[src/clop_pkg.sv]
// types, constants and tables of the cubic lattice order parameter core
package clop_pkg;

  localparam int unsigned IterW = 6;
  localparam int unsigned SqrtSteps = 32;
  localparam int unsigned DivSteps = 33;

  localparam logic [31:0] CordicGain = 32'h26DD3B6A;

  // configuration register indexes
  localparam logic [1:0] REG_K_FCC = 2'd0;
  localparam logic [1:0] REG_K_BCC = 2'd1;
  localparam logic [1:0] REG_K_SC  = 2'd2;

  // lattice codes
  localparam logic [1:0] LAT_FCC = 2'd0;
  localparam logic [1:0] LAT_BCC = 2'd1;
  localparam logic [1:0] LAT_SC  = 2'd2;

  typedef struct packed {
    logic signed [23:0] x;
    logic signed [23:0] y;
    logic signed [23:0] z;
    logic               last_atom;
  } in_t;

  typedef struct packed {
    logic [15:0] corr_fcc;
    logic [15:0] corr_bcc;
    logic [15:0] corr_sc;
    logic [16:0] atoms_seen;
  } out_t;

  typedef struct packed {
    logic             take;
    logic             phase;
    logic             rot_load;
    logic             rot_step;
    logic             acc;
    logic             sq_c;
    logic             sq_s;
    logic             sqrt_step;
    logic             div_load;
    logic             div_step;
    logic             res_store;
    logic             publish;
    logic [IterW-1:0] iter;
    logic [1:0]       lat;
  } cmd_t;

  typedef struct packed {
    logic full;
    logic last;
  } sts_t;

  // atan(2^-i) in units of 2^-32 turn
  function automatic logic [31:0] atan_of(input logic [4:0] idx);
    logic [31:0] r;
    unique case (idx)
      5'd0:  r = 32'h20000000;
      5'd1:  r = 32'h12E4051D;
      5'd2:  r = 32'h09FB385B;
      5'd3:  r = 32'h051111D4;
      5'd4:  r = 32'h028B0D43;
      5'd5:  r = 32'h0145D7E1;
      5'd6:  r = 32'h00A2F61E;
      5'd7:  r = 32'h00517C55;
      5'd8:  r = 32'h0028BE53;
      5'd9:  r = 32'h00145F2F;
      5'd10: r = 32'h000A2F98;
      5'd11: r = 32'h000517CC;
      5'd12: r = 32'h00028BE6;
      5'd13: r = 32'h000145F3;
      5'd14: r = 32'h0000A2F9;
      5'd15: r = 32'h0000517C;
      5'd16: r = 32'h000028BE;
      5'd17: r = 32'h0000145F;
      5'd18: r = 32'h00000A2F;
      5'd19: r = 32'h00000517;
      5'd20: r = 32'h0000028B;
      5'd21: r = 32'h00000145;
      5'd22: r = 32'h000000A2;
      5'd23: r = 32'h00000051;
      default: r = 32'h00000000;
    endcase
    return r;
  endfunction

endpackage

[src/clop_ctrl.sv]
// sequencer: per-atom rotation and end-of-set magnitude and division passes
module clop_ctrl #(
  parameter int unsigned CORDIC_STEPS = 16
) (
  input  logic            clk_i,
  input  logic            rst_ni,
  input  logic            in_valid_i,
  output logic            in_ready_o,
  output logic            out_valid_o,
  input  logic            out_ready_i,
  input  clop_pkg::sts_t  sts_i,
  output clop_pkg::cmd_t  cmd_o
);

  localparam logic [3:0] S_IDLE  = 4'd0;
  localparam logic [3:0] S_PHASE = 4'd1;
  localparam logic [3:0] S_LOAD  = 4'd2;
  localparam logic [3:0] S_ROT   = 4'd3;
  localparam logic [3:0] S_ACC   = 4'd4;
  localparam logic [3:0] S_SQC   = 4'd5;
  localparam logic [3:0] S_SQS   = 4'd6;
  localparam logic [3:0] S_SQRT  = 4'd7;
  localparam logic [3:0] S_DLOAD = 4'd8;
  localparam logic [3:0] S_DIV   = 4'd9;
  localparam logic [3:0] S_STORE = 4'd10;
  localparam logic [3:0] S_OUT   = 4'd11;

  localparam int unsigned IW = clop_pkg::IterW;

  logic [3:0]    state_q, state_d;
  logic [IW-1:0] iter_q, iter_d;
  logic [1:0]    lat_q, lat_d;
  logic          out_valid_q, out_valid_d;
  logic          publish;

  assign publish = (state_q == S_OUT) && (!out_valid_q || out_ready_i);

  always_comb begin
    state_d = state_q;
    iter_d  = iter_q;
    lat_d   = lat_q;
    unique case (state_q)
      S_IDLE: begin
        if (in_valid_i) state_d = S_PHASE;
      end
      S_PHASE: begin
        if (sts_i.full) begin
          lat_d   = clop_pkg::LAT_FCC;
          state_d = sts_i.last ? S_SQC : S_IDLE;
        end else begin
          state_d = S_LOAD;
        end
      end
      S_LOAD: begin
        iter_d  = '0;
        state_d = S_ROT;
      end
      S_ROT: begin
        iter_d = iter_q + 1'b1;
        if (iter_q == IW'(CORDIC_STEPS - 1)) state_d = S_ACC;
      end
      S_ACC: begin
        lat_d   = clop_pkg::LAT_FCC;
        state_d = sts_i.last ? S_SQC : S_IDLE;
      end
      S_SQC: begin
        state_d = S_SQS;
      end
      S_SQS: begin
        iter_d  = '0;
        state_d = S_SQRT;
      end
      S_SQRT: begin
        iter_d = iter_q + 1'b1;
        if (iter_q == IW'(clop_pkg::SqrtSteps - 1)) state_d = S_DLOAD;
      end
      S_DLOAD: begin
        iter_d  = '0;
        state_d = S_DIV;
      end
      S_DIV: begin
        iter_d = iter_q + 1'b1;
        if (iter_q == IW'(clop_pkg::DivSteps - 1)) state_d = S_STORE;
      end
      S_STORE: begin
        if (lat_q == clop_pkg::LAT_SC) begin
          state_d = S_OUT;
        end else begin
          lat_d   = lat_q + 1'b1;
          state_d = S_SQC;
        end
      end
      S_OUT: begin
        if (publish) state_d = S_IDLE;
      end
      default: state_d = S_IDLE;
    endcase
  end

  assign out_valid_d = publish || (out_valid_q && !out_ready_i);

  always_ff @(posedge clk_i or negedge rst_ni) begin
    if (!rst_ni) begin
      state_q     <= S_IDLE;
      iter_q      <= '0;
      lat_q       <= clop_pkg::LAT_FCC;
      out_valid_q <= 1'b0;
    end else begin
      state_q     <= state_d;
      iter_q      <= iter_d;
      lat_q       <= lat_d;
      out_valid_q <= out_valid_d;
    end
  end

  assign in_ready_o  = (state_q == S_IDLE);
  assign out_valid_o = out_valid_q;

  always_comb begin
    cmd_o           = '0;
    cmd_o.take      = (state_q == S_IDLE) && in_valid_i;
    cmd_o.phase     = (state_q == S_PHASE) && !sts_i.full;
    cmd_o.rot_load  = (state_q == S_LOAD);
    cmd_o.rot_step  = (state_q == S_ROT);
    cmd_o.acc       = (state_q == S_ACC);
    cmd_o.sq_c      = (state_q == S_SQC);
    cmd_o.sq_s      = (state_q == S_SQS);
    cmd_o.sqrt_step = (state_q == S_SQRT);
    cmd_o.div_load  = (state_q == S_DLOAD);
    cmd_o.div_step  = (state_q == S_DIV);
    cmd_o.res_store = (state_q == S_STORE);
    cmd_o.publish   = publish;
    cmd_o.iter      = iter_q;
    cmd_o.lat       = lat_q;
  end

endmodule

[config.mk]
export PLATFORM = sky130hd
export DESIGN_NAME = clop_ctrl
export DESIGN_NICKNAME = d
export VERILOG_FILES = /design/src/clop_pkg.sv /design/src/clop_ctrl.sv
export SDC_FILE = /design/constraint.sdc
export NUM_CORES = 1
export LEC_CHECK = 0
export BUFFER_PORTS_ARGS = -buffer_cell sky130_fd_sc_hd__clkbuf_2
export CAP_MARGIN = 5
export CORE_MARGIN = 5
export CORE_UTILIZATION = 55
export DETAILED_ROUTE_END_ITERATION = 10
export PLACE_DENSITY = 0.82
export SYNTH_ARGS = -nofsm -noshare
export SYNTH_HDL_FRONTEND = slang
export SYNTH_SLANG_ARGS = --single-unit
[constraint.sdc]
create_clock -name clk_i -period 4.49 [get_ports clk_i]
set_input_delay 0.6735 -clock clk_i [delete_from_list [all_inputs] [get_ports clk_i]]
set_output_delay 0.6735 -clock clk_i [all_outputs]
set_load 0.02 [all_outputs]
==> Yosys cells after proc, flatten, opt, wreduce, memory -nomap -nowiden <==
Cells that the tools add are included.
{ "word_totals": {"reg_bits": 13, "inputBits": 6, "output_inout_bits": 22, "wordCells": 57} }
{ "classes": {"n_addsub": 2, "n_eq_ne": 22, "muxes": 13, "n_reduce_logical": 16} }
{ "op_table": {"columns": ["cell", "n"], "rows": [
  ["$pmux 4 s12", 1],
  ["$mux 4", 6],
  ["$eq 4x3->1 const B", 4],
  ["$eq 4x4->1 const B", 4],
  ["$pmux 6 s2", 1],
  ["$eq 4x2->1 const B", 2],
  ["$ne 2x2->1 const B", 4],
  ["$add 6x1->6 const B", 1],
  ["$eq 6x4->1 const B", 1],
  ["$eq 6x5->1 const B", 1],
  ["$eq 6x6->1 const B", 1],
  ["$mux 3", 2],
  ["$ne 2x1->1 const B", 3],
  ["$pmux 2 s3", 1],
  ["$reduce_or 3->1", 2],
  ["$reduce_and 5->1", 1],
  ["$eq 4x1->1 const B", 1],
  ["$logic_and 1x1->1", 4],
  ["$logic_not 4->1", 1],
  ["$mux 2", 2],
  ["$logic_not 1->1", 3],
  ["$reduce_and 3->1", 1],
  ["$reduce_bool 3->1", 1],
  ["$add 2x1->2 const B", 1],
  ["3 further kinds", 4]
]} }

==> Depth between registers and ports, before layout <==
{ "logic_depth": {"depth_word": 5, "ltp_mapped": 6, "mapped_depth_nobuf": 6} }

==> Least setup slack after synthesis <==
OpenSTA, ideal clock, no wires.
{ "synth_timing": {"path_kind": "register -> output", "start": "register state_q[1]", "end": "output port cmd_o[19] (netlist name)", "arrival_ns": 1.658, "required_ns": 3.817, "path_slack_ns": 2.158, "path_stages_with_launch": 4, "n_path_buf": 1, "path_cell_list": "dfrtp_1 -> buf_6 -> nor4_1 -> and2_1"} }
{ "synth_lines": {"columns": ["element", "line", "source"], "rows": [
  ["start, declared", "clop_ctrl.sv:30", "logic [3:0] state_q, state_d;"],
  ["start signal, assigned", "clop_ctrl.sv:109", "state_q <= state_d;"],
  ["end, declared", "clop_ctrl.sv:12", "output clop_pkg::cmd_t cmd_o"]
]} }

==> impl_metrics.ini <==
[setup_path]
max_stage_delay_ns = 0.79
crit_family = flip-flops
cp_max_fo = 24
r2r_cells = 4
start_kind = flip-flop
cp_slowest_cell = dfrtp_1
endpoint_kind = primary output
worstPathArrival_ns = 1.98
cp_cell_sequence = nand2b_1 > nor3b_1 > clkbuf_2
required_ns = 3.82
cp_num_buf_inv = 1
path_depth = 3
path_class = flip-flop to primary output

[synth]
synth_edf_count = 0
syn_area_per_cell_um2 = 8.188
yosysSeqAreaShare_pct = 29.21
synthCells = 136
ys_ff_latch = 13
async_flop_share_pct = 100.0
syn_area_um2 = 1114
synth_common_cells = dfrtp_1, nand2_1, nand2b_1, nor2_1, o21ai_0
synth_warnings = 0
synth_cell_types = 43
yosysTopAreaCell = dfrtp_1
synth.area.top_cells = dfrtp_1, nand2b_1, nand2_1
synth_top_area_share_pct = 29.21
synthFlopType = dfrtp_1
yosys.cell_count.top_type = dfrtp_1
syn_nets = 145

[floorplanning]
std_cell_rows = 16
dieHeight_um = 55.00
core-area_um2 = 1942
start_util_pct = 57.35
dieArea_um2 = 3024
io_pins = 28
die_w_um = 55.00

[clock_tree]
clock_latency_ns = 0.27
clk_path_buf_depth = 2
cts-resized-gates = 0
cts.clk_slew.worst_paths_ns = 0.09
hold_buffers = 0
numCtsBuffers = 3
htree_levels = 1
cts-root-buf = clkbuf_4
cts_tree = built
clock-sinks = 13
cts_setup_buffers = 0

[run]
drv_cap = 0

[timing]
setup_viol = 0
hold_violations = 0
finalWorstPathRequiredPeriod_ns = 2.652
max_freq_ghz = 0.3771
finalSetupTns_ns = 0
finalCritPeriodShare_pct = 59.06
relSlewSlack_pct = 43.25
slew_viol_final = 0
fin_skew_ns = 0.002489
whs_ns = 0.2831
rsz0062_at_grt = no
tightest_slew_ns = 0.8513

[global_routing]
grt_max_degree = 27
grt_pass1_wl_um = 4478
antenna_found_initial = 0
grt_pass1_vias = 1007
overflow = 0
grt.total_usage_pct = 20.34

[detailed_routing]
vias = 1120
ant_nets = 0
first_pass_iters = 4
drt-initial-drc-count = 28
wl_per_cell_um = 14.93
drc = 0
vias_per_cell = 6.154
wirelength_um = 2717

[cells_and_area]
multi_input_area_um2 = 699.4
fin_util_pct = 63.98
drive_above_1_share_pct = 21.94
n_antenna_cell = 0
final.fill_count = 179
area_growth_pct = 11.57
nets = 165
register_area_um2 = 325.3

[placement]
io_buffers = 27
place_hpwl_um = 1898
gp_congestion = 0.8270

[power_and_ir_drop]
irDropWorstVdd_v = 0.0001688
p_leak_nw = 0.5620
finalPower_uw = 197.3
powerDensity_nw_per_um2 = 158.8

[status]
status = finished, final reports clean

[hold_path]
hold_path.class = input port to asynchronous set/reset pin
placed cells by master (no fill, tap or decap), drive strengths merged, types with 3 or more instances in the layout:
cell / n
inv: 6
o21ai: 8
nor2b: 4
clkbuf: 31
nand2: 12
nand3: 4
o31ai: 3
or3: 3
nand2b: 10
or4: 3
nor3: 6
nor2: 8
a221o: 3
a21boi: 3
ha: 3
dfrtp: 13
a21oi: 4
final timing paths:
kind	to	slack, ns	start
worst max register to register	state_q[1]	2.14	state_q[3]
worst min-delay path	state_q[0]	0.28	rst_ni
min in group clk_i	out_valid_o	0.54	out_valid_o
worst max-delay path	cmd_o[8]	1.84	state_q[3]
worst min register to register	out_valid_o	0.54	out_valid_o
max in group asynchronous	iter_q[5]	3.95	rst_ni
cells by family (layout without fill, tap and decap cells):
kind of cell	after synthesis	count (layout)	share of synthesized area (%)
AND/OR/NAND/NOR	60	60	31.01
adder cells (fa/ha/maj)	3	3	3.371
XOR/XNOR	2	2	1.573
flip-flops	13	13	29.21
buffers and inverters	18	37	7.977
multiplexers	3	3	3.146
AO/OA/AOI/OAI	37	37	23.71
per-layer routing:
layer  wire length, um  global-route usage [%]
met1              1123                   26.44
met2              1350                   33.66
met3               218                   3.217
met4                25                   7.692
met5                 0                       0
stage by stage:
step	cells	instance area [um2]	worst slack, ns
after floorplan	136	1114	2.158
after global placement	178	1216	2.249
after detailed placement	178	1216	2.189
after CTS	182	1242	1.855
after global routing	182	1242	1.657
final	182	1242	1.838
registers in the layout, summed over array words and instances (netlist names):
register / count
state_q: 4
iter_q: 6
lat_q: 2
out_valid_o: 1
cell type report:
| class | instances | area share, % |
|---|---|---|
| well taps | 27 | 2.719 |
| flip-flops and latches | 13 | 26.18 |
| multi-input cells | 105 | 56.29 |
| inverters | 6 | 1.813 |
| repair buffers | 27 | 10.88 |
| clock buffers | 4 | 2.115 |
power breakdown:
group	total [mW]	switching [mW]	internal (mW)	leakage, nW
logic	0.00491	0.00309	0.00181	0.396
clock network	0.0755	0.0411	0.0344	0.0150
registers	0.117	0.0000000000000000194	0.117	0.151
total	0.197	0.0442	0.153	0.562
Note: power is estimated with default switching activity, not from simulation.
